**src/rtl/ordered_list_positional_delete_macros.svh**
```systemverilog
// ----------------------------------------------------------------------------
// Ordered list positional delete - assertion macros
// Concurrent checks sampled on clk, masked while rst_n is low.
// ----------------------------------------------------------------------------
`ifndef ORDERED_LIST_POSITIONAL_DELETE_MACROS_SVH
`define ORDERED_LIST_POSITIONAL_DELETE_MACROS_SVH

// same-cycle implication
`define OLPD_ASSERT_SAME(lbl, ante, cons) \
  lbl: assert property (@(posedge clk) disable iff (!rst_n) (ante) |-> (cons)) \
    else $error("olpd assertion failed");

// next-cycle implication
`define OLPD_ASSERT_NEXT(lbl, ante, cons) \
  lbl: assert property (@(posedge clk) disable iff (!rst_n) (ante) |=> (cons)) \
    else $error("olpd assertion failed");

`endif

```
**src/rtl/olpd_pkg.sv**
```systemverilog
// ----------------------------------------------------------------------------
// olpd_pkg
// Types and constants shared by the ordered list positional delete block.
// ----------------------------------------------------------------------------
package olpd_pkg;

  localparam int DEPTH_DEF      = 16;
  localparam int DATA_WIDTH_DEF = 32;

  localparam int VALUE_W = 32;
  localparam int POS_W   = 5;
  localparam int COUNT_W = 5;

  typedef enum logic [1:0] {
    KIND_APPEND    = 2'd0,
    KIND_DEL_FIRST = 2'd1,
    KIND_DEL_POS   = 2'd2,
    KIND_DEL_LAST  = 2'd3
  } kind_t;

  typedef enum logic [1:0] {
    ST_DONE   = 2'd0,
    ST_EMPTY  = 2'd1,
    ST_FULL   = 2'd2,
    ST_BADPOS = 2'd3
  } status_t;

  typedef struct packed {
    kind_t                      kind;
    logic signed [VALUE_W-1:0]  value;
    logic        [POS_W-1:0]    position;
  } in_item_t;

  typedef struct packed {
    status_t                    status;
    logic signed [VALUE_W-1:0]  removed_value;
    logic        [COUNT_W-1:0]  entry_count;
  } out_item_t;

  // per-cell strobes from the list controller
  typedef struct packed {
    logic shift;  // take the neighbour's word
    logic load;   // take the appended word
  } cell_ctl_t;

endpackage

```
**src/rtl/olpd_cell.sv**
```systemverilog
// ----------------------------------------------------------------------------
// olpd_cell
// One slot of the list: holds a word, loads an appended word or takes the
// word of the next slot when the entry in it or ahead of it is deleted.
// ----------------------------------------------------------------------------
module olpd_cell #(
  parameter int DATA_WIDTH = olpd_pkg::DATA_WIDTH_DEF
) (
  input  logic                   clk,
  input  olpd_pkg::cell_ctl_t    ctl,
  input  logic [DATA_WIDTH-1:0]  app_word,
  input  logic [DATA_WIDTH-1:0]  nbr_word,
  output logic [DATA_WIDTH-1:0]  word
);

  logic [DATA_WIDTH-1:0] data_r;
  logic [DATA_WIDTH-1:0] data_nxt;

  always_comb begin
    data_nxt = data_r;
    if (ctl.shift) begin
      data_nxt = nbr_word;
    end else if (ctl.load) begin
      data_nxt = app_word;
    end
  end

  always_ff @(posedge clk) begin
    data_r <= data_nxt;
  end

  assign word = data_r;

endmodule

```
**src/rtl/ordered_list_positional_delete.sv**
```systemverilog
// A result strobes on out_valid in the cycle after start is taken.
// Throughput: one operation per cycle once busy drops; the row of cells
// shifts every entry behind a deleted slot in the same cycle.
// Reset: synchronous, active low; clears the count and the result strobe,
// busy reads high during reset and drops at the first edge with rst_n high.
// Results cannot be held off by the receiver.
// ----------------------------------------------------------------------------
// ordered_list_positional_delete
// Ordered list of up to DEPTH signed words with append and head, tail and
// positional delete, built as a row of shifting cells.
// ----------------------------------------------------------------------------
module ordered_list_positional_delete #(
  parameter int DEPTH      = olpd_pkg::DEPTH_DEF,
  parameter int DATA_WIDTH = olpd_pkg::DATA_WIDTH_DEF
) (
  input  logic                clk,
  input  logic                rst_n,
  input  logic                start,
  output logic                busy,
  input  olpd_pkg::in_item_t  in_item,
  output logic                out_valid,
  output olpd_pkg::out_item_t out_result
);

  `include "ordered_list_positional_delete_macros.svh"

  localparam int CW = $clog2(DEPTH + 1);
  localparam int IW = (DEPTH > 1) ? $clog2(DEPTH) : 1;
  localparam int PW = (CW > olpd_pkg::POS_W) ? CW : olpd_pkg::POS_W;

  logic [CW-1:0]          occ_r;
  logic [CW-1:0]          occ_nxt;
  logic                   busy_r;
  logic                   out_valid_r;
  logic                   out_valid_nxt;
  olpd_pkg::out_item_t    out_result_r;
  olpd_pkg::out_item_t    out_result_nxt;

  logic                   accept;
  logic                   do_del;
  logic                   do_app;
  logic [IW-1:0]          del_idx;
  olpd_pkg::status_t      status;
  logic [PW-1:0]          pos_x;
  logic [PW-1:0]          occ_x;
  logic [DATA_WIDTH-1:0]  app_word;
  logic [DATA_WIDTH-1:0]  rd_word;

  logic [DATA_WIDTH-1:0]  cell_q [DEPTH];
  olpd_pkg::cell_ctl_t    cell_ctl [DEPTH];

  assign accept   = start && !busy_r;
  assign pos_x    = PW'(in_item.position);
  assign occ_x    = PW'(occ_r);
  assign app_word = DATA_WIDTH'(in_item.value);

  // decode the request against the current count
  always_comb begin
    do_del  = 1'b0;
    do_app  = 1'b0;
    del_idx = '0;
    status  = olpd_pkg::ST_DONE;
    if (in_item.kind == olpd_pkg::KIND_APPEND) begin
      if (occ_r >= CW'(DEPTH)) begin
        status = olpd_pkg::ST_FULL;
      end else begin
        do_app = 1'b1;
      end
    end else if (occ_r == '0) begin
      status = olpd_pkg::ST_EMPTY;
    end else begin
      case (in_item.kind)
        olpd_pkg::KIND_DEL_FIRST: begin
          do_del = 1'b1;
        end
        olpd_pkg::KIND_DEL_LAST: begin
          do_del  = 1'b1;
          del_idx = IW'(occ_r - CW'(1));
        end
        olpd_pkg::KIND_DEL_POS: begin
          // a lone entry goes whatever position was asked for
          if (occ_r == CW'(1)) begin
            do_del = 1'b1;
          end else if (pos_x == '0 || pos_x > occ_x) begin
            status = olpd_pkg::ST_BADPOS;
          end else begin
            do_del  = 1'b1;
            del_idx = IW'(pos_x - PW'(1));
          end
        end
        default: begin
          status = olpd_pkg::ST_DONE;
        end
      endcase
    end
  end

  genvar gi;
  generate
    for (gi = 0; gi < DEPTH; gi++) begin : g_cell
      logic [DATA_WIDTH-1:0] nbr;
      if (gi == DEPTH - 1) begin : g_last
        assign nbr = cell_q[gi];
      end else begin : g_mid
        assign nbr = cell_q[gi + 1];
      end

      assign cell_ctl[gi].shift = accept && do_del && (CW'(gi) >= CW'(del_idx))
                                  && (CW'(gi + 1) < occ_r);
      assign cell_ctl[gi].load  = accept && do_app && (occ_r == CW'(gi));

      olpd_cell #(
        .DATA_WIDTH (DATA_WIDTH)
      ) u_cell (
        .clk      (clk),
        .ctl      (cell_ctl[gi]),
        .app_word (app_word),
        .nbr_word (nbr),
        .word     (cell_q[gi])
      );
    end
  endgenerate

  assign rd_word = cell_q[del_idx];

  always_comb begin
    occ_nxt = occ_r;
    if (accept && do_app) begin
      occ_nxt = occ_r + CW'(1);
    end else if (accept && do_del) begin
      occ_nxt = occ_r - CW'(1);
    end
    out_valid_nxt                = accept;
    out_result_nxt               = out_result_r;
    if (accept) begin
      out_result_nxt.status        = status;
      out_result_nxt.removed_value = do_del ? olpd_pkg::VALUE_W'($signed(rd_word)) : '0;
      out_result_nxt.entry_count   = olpd_pkg::COUNT_W'(occ_nxt);
    end
  end

  always_ff @(posedge clk) begin
    if (!rst_n) begin
      occ_r       <= '0;
      busy_r      <= 1'b1;
      out_valid_r <= 1'b0;
    end else begin
      occ_r       <= occ_nxt;
      busy_r      <= 1'b0;
      out_valid_r <= out_valid_nxt;
    end
  end

  always_ff @(posedge clk) begin
    out_result_r <= out_result_nxt;
  end

  assign busy       = busy_r;
  assign out_valid  = out_valid_r;
  assign out_result = out_result_r;

  `OLPD_ASSERT_NEXT(a_beat_strobes, accept, out_valid)
  `OLPD_ASSERT_NEXT(a_no_spurious_beat, !accept, !out_valid)
  `OLPD_ASSERT_SAME(a_occ_bound, 1'b1, occ_r <= CW'(DEPTH))
  `OLPD_ASSERT_SAME(a_refused_keeps_count,
                    out_valid && out_result.status != olpd_pkg::ST_DONE,
                    occ_r == $past(occ_r))

endmodule

```
**config.mk**
```make
export PLATFORM = sky130hd
export DESIGN_NAME = ordered_list_positional_delete
export DESIGN_NICKNAME = d
export VERILOG_FILES = /design/src/rtl/olpd_pkg.sv /design/src/rtl/olpd_cell.sv /design/src/rtl/ordered_list_positional_delete.sv
export VERILOG_INCLUDE_DIRS = /design/src /design/src/rtl
export SDC_FILE = /design/constraint.sdc
export NUM_CORES = 1
export LEC_CHECK = 0
export BUFFER_PORTS_ARGS = -buffer_cell sky130_fd_sc_hd__buf_2
export CORE_ASPECT_RATIO = 1.5
export CORE_MARGIN = 1
export CORE_UTILIZATION = 40
export DETAILED_ROUTE_END_ITERATION = 12
export MAX_ROUTING_LAYER = met4
export PLACE_DENSITY = 0.56
export SKIP_CTS_REPAIR_TIMING = 1
export SYNTH_ARGS = -nofsm -noshare
export SYNTH_HDL_FRONTEND = slang
export SYNTH_SLANG_ARGS = --single-unit
```
**constraint.sdc**
```tcl
create_clock -name clk -period 11 [get_ports clk]
set_input_delay 1.1 -clock clk [delete_from_list [all_inputs] [get_ports clk]]
set_output_delay 1.1 -clock clk [all_outputs]
set_load 0.005 [all_outputs]
```
==> results of run 1 <==
-- stage by stage --
stage	cells	instance area (µm²)	power, W
final	3120	31300	0.00464
after global routing	3120	31300	0.00477
after CTS	3120	31300	0.00467
after detailed placement	3026	29700	0.00284
after global placement	3026	29700	0.00283
after floorplan	2179	28400	0.00269
-- layout make-up --
type / instances / area (µm²) / share of cell area
clock inverters: 25 / 264 / 0.00842
repair buffers: 126 / 753 / 0.0240
well taps: 907 / 1130 / 0.0362
multi-input cells: 1426 / 11100 / 0.354
inverters: 9 / 33.8 / 0.00108
flip-flops and latches: 558 / 16700 / 0.532
clock buffers: 69 / 1390 / 0.0442
-- state kept, by name (all words and copies together) (netlist names) --
signal and cells:
out_result 39, busy 1, g_cell.u_cell.word 512, occ_r 5, out_valid 1
-- synth_stat cells, types with 3 or more instances --
master    number  area share
buf_6          9      0.0036
nor3_1        92       0.016
o21ai_0       76       0.013
a21o_1         6      0.0016
and2_1         8      0.0018
o211ai_1      14      0.0037
o32ai_1       20      0.0062
a211oi_2       3      0.0013
nor2_1       101       0.013
xnor2_1        7      0.0022
clkbuf_1     111       0.015
o22ai_1       38      0.0084
o21bai_1       6      0.0016
mux2i_1       65       0.023
dfxtp_1        7      0.0049
buf_2         50      0.0088
edfxtp_1     551        0.58
or3_1         20      0.0044
nand2_1      215       0.028
mux2_4        29       0.015
ha_1          11      0.0048
buf_1         16      0.0021
a32oi_1        4      0.0012
a21oi_1       42      0.0074
a311o_1       10      0.0035
o31ai_1        3     0.00079
nand3_1      137       0.024
a221oi_2       3      0.0016
inv_1          8      0.0011
mux2_2       451        0.18
a31oi_1       25      0.0055
-- logic make-up (layout without fill, tap and decap cells) --
group | Yosys count | in the layout | synth area share
compound gates | 269 | 269 | 0.0630
xor+xnor | 8 | 8 | 0.00247
fa+ha+maj | 11 | 11 | 0.00485
buf+inv | 195 | 229 | 0.0304
flops | 558 | 558 | 0.588
mux | 545 | 545 | 0.217
simple gates | 593 | 593 | 0.0946
-- final timing paths --
kind                                           startpoint                    endpoint  slack [ps]  cells past startpoint
worst max-delay path                             occ_r[2]  g_cell[10].u_cell.word[22]        5010                     11
worst min-delay path            g_cell[7].u_cell.word[10]   g_cell[6].u_cell.word[10]         570                      1
worst max register to register                   occ_r[2]  g_cell[10].u_cell.word[22]        5010                     11
worst min register to register  g_cell[7].u_cell.word[10]   g_cell[6].u_cell.word[10]         570                      1
-- routing by layer --
layer  routed length [µm]  vias to the layer above  global-route usage
met5                    0                        -                   -
met4                 2940                        0              0.0857
met3                 5370                      162              0.0375
met2                42900                      657               0.411
met1                34400                     9526               0.302
li1                     -                     8273                   -
-- worst max-delay path: stages (launching register included) --
cell and delay [ps]:
dfxtp_1 850, inv_1 300, ha_1 370, and4_1 190
a21oi_1 250, o21ai_2 200, o31ai_2 670, nand2_4 390
buf_4 490, nor3_1 270, or4_4 660, nand2_2 790
-- power groups by stage --
stage                     clock network (W)  logic, W  registers [W]
after floorplan                           0  0.000281        0.00241
after global placement                    0  0.000426        0.00241
after detailed placement                  0  0.000432        0.00241
after CTS                           0.00187  0.000435        0.00236
after global routing                0.00194  0.000467        0.00236
final                               0.00184  0.000437        0.00236
==> summary.md, run 1 <==
| Metric | Value |
|---|---|
| Post-Syn Area per Cell | `about 13 µm²` |
| Hold Path Class | `reg -> reg` |
| # IOs | `between 80 and 90` |
| Pre-CTS setup slack | `approximately 5000 ps` |
| Clk Latency, worst-skew pair | `640 ps` |
| Static leakage | `between 10 and 15 nW` |
| Die height | `around 330 µm` |
| Clock skew | `around 14 ps` |
| Die width | `between 200 and 250 µm` |
| Clk sinks | `around 560` |
| Largest net degree at the start of global routing | `between 150 and 200` |
| ANT nets after route | `0` |
| Worst-case hold slack | `about 570 ps` |
| WL final | `85,700 µm` |
| Total track usage | `0.246` |
| Root Driver | `clkbuf_16` |
| Vias per cell | `between 5 and 6` |
| Synth Instances | `about 2,200` |
| Clock slew at reported path FFs | `70 ps` |
| Congestion Overflow GR | `0` |
| Core area | `between 70,000 and 80,000 µm²` |
| Diodes inserted | `0` |
| Final Cycle Share | `0.544` |
| Crit path kind | `reg -> reg` |
| Unrepaired setup endpoints after global routing | `false` |
| Global-route wire length before repair | `approximately 130,000 µm` |
| Worst rel slew slack | `0.137` |
| Synthesized Nets | `approximately 2,200` |
| Flops & latches, synth | `roughly 560` |
| Die area | `approximately 70,000 µm²` |
| Endpoints failing hold | `0` |
| Commonest non-fill, non-tap cell in the layout | `edfxtp_1` |
| H-tree Lvls | `2` |
| CP Max Fanout | `52` |
| Violated checks | `DRC` |
| Share of layout cells above drive strength 1 | `0.330` |
| WP data arrival | `a little over 6000 ps` |
| Fmax | `roughly 170 MHz` |
| Ys Warns | `0` |
| DRT Pass-1 Iters | `10` |
| Final setup vio count | `0` |
| Final WS setup | `about 5000 ps` |
| NumNets Final | `about 2,200` |
| Synthesized area | `approximately 28,000 µm²` |
| Std cell rows | `between 100 and 150` |
| Minimum clock period | `between 5000 and 6000 ps` |
| Status | `complete, but fails checks` |
| Setup TNS | `0 ps` |
| Worst-Margin Slew | `about 1300 ps` |
| Clock group share of total power | `0.396` |
| Routed wire per std cell | `approximately 27 µm` |
| EDFF count, synth | `between 500 and 600` |
| Synth cell types | `66` |
| Dominant synthesized flop cell | `edfxtp_1` |
| Global placement routability congestion | `between 0.8 and 0.9` |
| Async SR Flop Fraction | `0` |
| CTS tree | `yes` |
| Highest-count cells in the layout ignoring fill and taps | `edfxtp_1 (551), mux2_2 (451), nand2_1 (211)` |
| TritonCTS buffer count | `53` |
| Area grow syn2layout | `10.4%` |
| Worst EP required | `between 10,000 and 15,000 ps` |
| Fillers | `between 6,000 and 7,000` |
| Worst vdd ir | `0.109 mV` |
| Comb power frac | `0.094` |
| Post-synthesis sequential area ratio | `0.588` |
| Critical Path Start Type | `flip-flop` |
| Via count | `between 15,000 and 20,000` |
| Slew Viols, Final | `0` |
| Net Sw Power | `about 0.0011 W` |
| Initial antenna violation count | `0` |
| Pwr dens | `around 150 nW/µm²` |
| Effective utilization at floorplan | `0.404` |
| Net Sw Frac | `0.243` |
| CP Capture Type | `flip-flop` |
| Number of DRC markers in iteration 0 | `approximately 1,600` |
| Number of global-route vias before repair | `between 15,000 and 20,000` |
| Final Util | `0.446` |
| Flop pwr share | `0.509` |
| Drt drc | `6` |
| Final HPWL DP | `approximately 49,000 µm` |
| Max-cap viol count | `0` |
| Worst-case clock buffer depth | `3` |
| Port bufs | `a little over 80` |
| Cell internal pwr | `about 0.0035 W` |
Power figures use the tool's default switching activity.
==> run 2, diff against run 1 <==
--- a/config.mk
+++ b/config.mk
@@ -6,6 +6,7 @@
 export SDC_FILE = /design/constraint.sdc
 export NUM_CORES = 1
 export LEC_CHECK = 0
+export ABC_AREA = 1
 export BUFFER_PORTS_ARGS = -buffer_cell sky130_fd_sc_hd__buf_2
 export CORE_ASPECT_RATIO = 1.5
 export CORE_MARGIN = 1
==> constraint.sdc (replaced) <==
create_clock -name clk -period 6.3 [get_ports clk]
set_input_delay 0.63 -clock clk [delete_from_list [all_inputs] [get_ports clk]]
set_output_delay 0.63 -clock clk [all_outputs]
set_load 0.005 [all_outputs]
==> run 2 against run 1 <==
Effect of this change: the flow now finishes without violations; hold slack worse by 310 ps; global-route usage down 3.6 points; power up 78%; sequential cell count unchanged; final area up 5.9%; register-to-register slack worse by 3300 ps; synthesized cell count up 69%; first-iteration DRC count up 1.2%; critical path type unchanged; largest power group unchanged.
==> summary.md, run 2 <==
| Metric | Value |
|---|---|
| Root Driver | `clkbuf_16` |
| Total track usage | `0.210 (-0.0358)` |
| Share of layout cells above drive strength 1 | `0.0703 (-0.260)` |
| Synthesized area | `30,500 µm² (+7.4%)` |
| Final Util | `0.441 (-0.00485)` |
| Diodes inserted | `0 (unchanged)` |
| Synth top area share | `0.543 (-0.0400)` |
| Synth cell types | `41 (-38%)` |
| Max-cap viol count | `0 (unchanged)` |
| CTS tree | `yes` |
| Clock skew | `27.5 ps (+13.9 ps)` |
| Effective utilization at floorplan | `0.405 (+0.00110)` |
| Status | `completed` |
| Hold Startpoint | `rst_n` |
| Area grow syn2layout | `8.88%` |
| Die height | `340 µm (+3.6%)` |
| Port bufs | `82 (unchanged)` |
| Post-synthesis sequential area ratio | `0.547 (-0.0404)` |
| Worst vdd ir | `0.203 mV (+86%)` |
| Worst hold endpoint | `busy` |
| Global-route wire length before repair | `125,000 µm (-1.1%)` |
| Commonest non-fill, non-tap cell in the layout | `nand2_1` |
| Crit Reg-Reg Startpoint | `occ_r[0]` |
| Worst-case hold slack | `260 ps (-310 ps)` |
| H-tree Lvls | `2 (unchanged)` |
| Clk sinks | `558 (unchanged)` |
| Largest net degree at the start of global routing | `173 (+6.8%)` |
| Worst EP required | `6590 ps (-4540 ps)` |
| Final HPWL DP | `51,900 µm (+6.4%)` |
| Via count | `22,900 (+23%)` |
| Initial antenna violation count | `0 (unchanged)` |
| Total power | `0.00825 W (+78%)` |
| Pwr dens | `248 nW/µm² (+68%)` |
| Worst Hold Path Cells | `2 (+1)` |
| Largest register FFs | `512 (unchanged)` |
| Flops & latches, synth | `558 (unchanged)` |
| Most frequent cell after synthesis | `nand2_1` |
| Routed wire per std cell | `16.7 µm (-39%)` |
| Slew Viols, Final | `0 (unchanged)` |
| WL final | `77,700 µm (-9.2%)` |
| Worst rel slew slack | `0.212 (+0.0756)` |
| Setup TNS | `0 ps (unchanged)` |
| Yosys top cell by area | `edfxtp_1` |
| Hold Path Class | `in -> reg` |
| Critical Path Start Type | `flip-flop` |
| Core area | `75,300 µm² (+7.1%)` |
| TritonCTS buffer count | `57 (+7.5%)` |
| Final setup vio count | `0 (unchanged)` |
| Number of DRC markers in iteration 0 | `1,603 (+1.2%)` |
| WP data arrival | `4910 ps (-1210 ps)` |
| Area of the multi-input gates | `10,700 µm² (-3.8%)` |
| Vias per cell | `4.93 (-17%)` |
| Ys Warns | `0 (unchanged)` |
| Global placement routability congestion | `0.858 (+3.2%)` |
| Flop-to-flop setup slack | `1680 ps (-3330 ps)` |
| Highest-count cells in the layout ignoring fill and taps | `nand2_1 (1,113), nand3_1 (571), edfxtp_1 (551)` |
| Synthesized Nets | `3,741 (+68%)` |
| Crit path kind | `reg -> reg` |
| CP Max Fanout | `91 (+75%)` |
| Crit. Startpoint | `occ_r[0]` |
| CP Capture Type | `flip-flop` |
| Number of global-route vias before repair | `21,800 (+13%)` |
| Clock slew at reported path FFs | `60 ps (about the same)` |
| Worst-Margin Slew | `1180 ps (-113 ps)` |
| Dominant synthesized flop cell | `edfxtp_1` |
| Fillers | `7,409 (+16%)` |
| Reg2reg path depth | `14 (+3)` |
| Static leakage | `14.9 nW (+41%)` |
| Post-synth top cells | `nand2_1 (1,117), nand3_1 (576), edfxtp_1 (551)` |
| Seq. cell area | `16,700 µm² (unchanged)` |
| Final Cycle Share | `0.733 (+0.189)` |
| Drt drc | `0 (-6)` |
| Post-Syn Area per Cell | `8.27 µm² (-37%)` |
| Async SR Flop Fraction | `0 (unchanged)` |
| Clk Latency, worst-skew pair | `640 ps (about the same)` |
| Congestion Overflow GR | `0 (unchanged)` |
| NumNets Final | `3,654 (+64%)` |
| Fmax | `217 MHz (+30%)` |
| Reg2reg end | `g_cell[0].u_cell.word[14]` |
| # IOs | `83 (unchanged)` |
| Minimum clock period | `4620 ps (-1370 ps)` |
| Die width | `227 µm (+3.6%)` |
| EDFF count, synth | `551 (unchanged)` |
| Std cell rows | `123 (+3.4%)` |
| ANT nets after route | `0 (unchanged)` |
| Endpoints failing hold | `0 (unchanged)` |
| Unrepaired setup endpoints after global routing | `false` |
| Synth Instances | `3,688 (+69%)` |
| Synth top area cells | `edfxtp_1 (54%), nand2_1 (14%), nand3_1 (9.5%), inv_1 (6.7%), o21ai_1 (5.0%)` |
| Die area | `77,400 µm² (+7.3%)` |
| Worst-case clock buffer depth | `3 (unchanged)` |
| DRT Pass-1 Iters | `5 (-5)` |
==> run 2: changes by cell type after synthesis, sizes merged, moves of 38 or more <==
cell,change
mux2,-480
nor2,-71
inv,+542
nand2,+907
buf,+96
mux2i,-65
nor3,-91
o22ai,-38
nand3,+441
o21ai,+367
==> run 2: where the power goes <==
group	internal, W	switching, W
clock	0.00175	0.00148
sequential	0.00411	0.0000142
combinational	0.000233	0.000660
==> run 2: critical path, stage by stage, from the launching register on <==
cell and delay [ps]:
dfxtp_1 460, inv_2 270, ha_1 200, inv_1 100, nor2_1 100, inv_1 130, nor2_2 360, inv_8 290
nand2_4 340, inv_2 150, nor3_4 830, nand2_1 100, buf_4 330, o21ai_4 100, buf_4 410
==> run 2: how the worst max path moves through the flow <==
stage,endpoint,slack (ps),cells past startpoint
final,g_cell[0].u_cell.word[14],1680,14
after global routing,g_cell[0].u_cell.word[25],1360,14
after CTS,g_cell[0].u_cell.word[4],1640,14
after detailed placement,g_cell[0].u_cell.word[21],1650,14
after global placement,g_cell[0].u_cell.word[21],1760,14
after floorplan,g_cell[13].u_cell.word[0],-100,7
==> run 2: cell families (layout without fill, tap and decap cells) <==
family,Yosys count,count (layout),synth area share
AO/OA/AOI/OAI,500,500,0.0837
XOR/XNOR,4,4,0.00115
adder cells (fa/ha/maj),11,11,0.00451
buffers and inverters,826,782,0.112
flip-flops,558,558,0.547
AND/OR/NAND/NOR,1789,1789,0.252
==> run 2: layout make-up <==
class	count	share of cell area
clock buffer	67	0.0447
clock inverter	35	0.00686
inverter	551	0.0627
multi-input combinational	2304	0.321
sequential	558	0.503
tap	1000	0.0377
timing repair buffer	129	0.0241
==> run 2: per-stage QoR <==
stage	worst slack (ps)	instance area, µm²	instances
floorplan	-99.9	30500	3688
global placement	1760	31500	4542
detailed placement	1650	31500	4542
CTS	1640	33200	4644
global route	1360	33200	4644
finish	1680	33200	4644
==> run 2: layer usage <==
| metal | GRT usage | vias up | routed length (µm) |
|---|---|---|---|
| li1 | - | 11900 | - |
| met1 | 0.286 | 10400 | 35700 |
| met2 | 0.333 | 495 | 36700 |
| met3 | 0.0223 | 94 | 3410 |
| met4 | 0.0583 | 0 | 1990 |
| met5 | - | - | 0 |
==> run 3, diff against run 2 <==
--- a/config.mk
+++ b/config.mk
@@ -6,14 +6,14 @@
 export SDC_FILE = /design/constraint.sdc
 export NUM_CORES = 1
 export LEC_CHECK = 0
-export ABC_AREA = 1
+export ABC_AREA = 0
 export BUFFER_PORTS_ARGS = -buffer_cell sky130_fd_sc_hd__buf_2
 export CORE_ASPECT_RATIO = 1.5
 export CORE_MARGIN = 1
 export CORE_UTILIZATION = 40
 export DETAILED_ROUTE_END_ITERATION = 12
 export MAX_ROUTING_LAYER = met4
-export PLACE_DENSITY = 0.56
+export PLACE_DENSITY = 0.58
 export SKIP_CTS_REPAIR_TIMING = 1
 export SYNTH_ARGS = -nofsm -noshare
 export SYNTH_HDL_FRONTEND = slang
==> constraint.sdc (replaced) <==
create_clock -name clk -period 3.8 [get_ports clk]
set_input_delay 0.38 -clock clk [delete_from_list [all_inputs] [get_ports clk]]
set_output_delay 0.38 -clock clk [all_outputs]
set_load 0.005 [all_outputs]
==> run 3 against run 2 <==
Effect of this change: highest routed layer unchanged; hold slack got worse by 260 ps; largest power group unchanged; clock skew fell by 6.1 ps; sequential share of layout area rose by 1.1 points; sequential cell count did not move; register-to-register slack got worse by 1400 ps; worst setup slack got worse by 1400 ps; sequential power rose by 66%; combinational power rose by 56%; via count fell by 15%; final cell count fell by 31%; the run now ends with DRC, hold timing left.
==> summary.md, run 3 (synthesized netlist as in run 1, its figures left out) <==
| Metric | Value |
|---|---|
| Die width | `220 µm (-3.5%)` |
| Highest-count cells in the layout ignoring fill and taps | `edfxtp_1 (551), mux2_2 (451), nand2_1 (211)` |
| Largest net degree at the start of global routing | `66 (-62%)` |
| Area grow syn2layout | `14.4%` |
| Fmax | `283 MHz (+31%)` |
| CP Capture Type | `flip-flop` |
| Clk sinks | `558 (unchanged)` |
| Minimum clock period | `3530 ps (-1090 ps)` |
| Crit Reg-Reg Startpoint | `occ_r[1]` |
| Reg2reg end | `out_result[23]` |
| Share of layout cells above drive strength 1 | `0.353 (+0.283)` |
| Drt drc | `10 (+10)` |
| Clk Latency, worst-skew pair | `630 ps (about the same)` |
| Crit path kind | `reg -> reg` |
| Global placement routability congestion | `0.902 (+5.1%)` |
| Largest register FFs | `512 (unchanged)` |
| Diodes inserted | `0 (unchanged)` |
| Congestion Overflow GR | `0 (unchanged)` |
| CTS tree | `yes` |
| Worst setup endpoint | `out_result[23]` |
| Post-DP Area | `30,900 µm² (-2.0%)` |
| Status | `complete, but fails checks` |
| Post-route design area | `32,500 µm² (-2.1%)` |
| DRT Pass-1 Iters | `11 (+6)` |
| Crit-path cells | `inv_1, buf_4, ha_1, nor4b_4, nor4b_1, o211a_1, buf_4, nor2_4, buf_4, nor3_1, o21ai_0, nand3_1, a31oi_1` |
| Vias per cell | `6.04 (+23%)` |
| Worst-case clock buffer depth | `3 (unchanged)` |
| Number of DRC markers in iteration 0 | `1,579 (-1.5%)` |
| Reg2reg path depth | `13 (-1)` |
| Worst rel slew slack | `0.218 (+0.00540)` |
| Worst vdd ir | `0.347 mV (+71%)` |
| Clock skew | `21.4 ps (-6.06 ps)` |
| Via count | `19,400 (-15%)` |
| Global-route wire length before repair | `132,000 µm (+5.4%)` |
| CP Max Fanout | `29 (-68%)` |
| ANT nets after route | `0 (unchanged)` |
| Port bufs | `82 (unchanged)` |
| Crit. Startpoint | `occ_r[1]` |
| Worst-case hold slack | `-0.855 ps (-261 ps)` |
| Crit path top cell by count | `buf_4` |
| Final Cycle Share | `0.929 (+0.196)` |
| Critical Path Start Type | `flip-flop` |
| H-tree Lvls | `2 (unchanged)` |
| Unrepaired setup endpoints after global routing | `false` |
| Total track usage | `0.259 (+0.0485)` |
| Die height | `328 µm (-3.5%)` |
| Final HPWL DP | `55,000 µm (+6.0%)` |
| Commonest non-fill, non-tap cell in the layout | `edfxtp_1` |
| # IOs | `83 (unchanged)` |
| Routed wire per std cell | `28.2 µm (+69%)` |
| Pwr dens | `414 nW/µm² (+67%)` |
| Worst EP required | `4170 ps (-2420 ps)` |
| Worst-Margin Slew | `1170 ps (-3.64 ps)` |
| Max-cap viol count | `0 (unchanged)` |
| Clock slew at reported path FFs | `60 ps (about the same)` |
| Effective utilization at floorplan | `0.404 (-0.00110)` |
| Static leakage | `11.1 nW (-25%)` |
| Slowest cell on crit path | `buf_4` |
| Root Driver | `clkbuf_16` |
| TritonCTS buffer count | `54 (-5.3%)` |
| Flop-to-flop setup slack | `270 ps (-1410 ps)` |
| Endpoints failing hold | `1 (+1)` |
| Slew Viols, Final | `0 (unchanged)` |
| Hold Path Class | `in -> reg` |
| Die area | `72,100 µm² (-6.8%)` |
| Final setup vio count | `0 (unchanged)` |
| Worst path max stage delay | `460 ps (-370 ps)` |
| WP data arrival | `3900 ps (-1010 ps)` |
| Violated checks | `DRC, hold timing` |
| WL final | `90,500 µm (+16%)` |
| Initial antenna violation count | `0 (unchanged)` |
| Setup TNS | `0 ps (unchanged)` |
| Core area | `70,300 µm² (-6.6%)` |
| NumNets Final | `2,312 (-37%)` |
| Number of global-route vias before repair | `19,800 (-9.0%)` |
| Std cell rows | `119 (-3.3%)` |
## run 3: worst max-delay path: cells and delay by family, from the launching register on
| family | cells | cell delay [ps] |
|---|---|---|
| simple gates | 5 | 1090 |
| buf+inv | 4 | 960 |
| compound gates | 3 | 740 |
| flops | 1 | 310 |
| fa+ha+maj | 1 | 150 |
## run 3: final cells by class
class	instances	area (µm²)
sequential	558	16700
timing repair buffer	210	1920
clock buffer	71	1440
fill	6341	37800
multi-input combinational	1426	11100
inverter	9	33.8
tap	907	1130
clock inverter	24	201
## run 3: report_power, final
group | internal (W) | switching, W | total [W] | leakage [nW]
Combinational | 0.000510 | 0.000883 | 0.00139 | 5.31
Sequential | 0.00681 | 0.0000181 | 0.00683 | 5.04
Clock | 0.00285 | 0.00239 | 0.00524 | 0.798
Total | 0.0102 | 0.00329 | 0.0135 | 11.1
## run 3: layer usage
metal	vias up	wire, µm	GRT usage
li1	8456	-	-
met2	794	45900	0.436
met5	-	0	-
met1	9912	35300	0.312
met3	191	5860	0.0387
met4	0	3400	0.0954
## run 3: through the flow
stage                     total power (W)   util  cells  worst slack (ps)
after floorplan                   0.00778      -   2179              1.48
after global placement            0.00831  0.439   3110               244
after detailed placement          0.00833  0.439   3110               231
after CTS                          0.0136  0.462   3205               301
after global routing               0.0138  0.462   3205               103
final                              0.0135  0.462   3205               271
## run 3: worst min path at each step
stage,slack (ps),cells past startpoint,endpoint,startpoint
2_1_floorplan,460,1,busy,rst_n
3_3_place_gp,550,1,g_cell[5].u_cell.word[15],g_cell[6].u_cell.word[15]
3_5_place_dp,560,1,g_cell[5].u_cell.word[25],g_cell[6].u_cell.word[25]
4_1_cts,-30,2,busy,rst_n
5_1_grt,10,2,busy,rst_n
6_report,-0.9,2,busy,rst_n
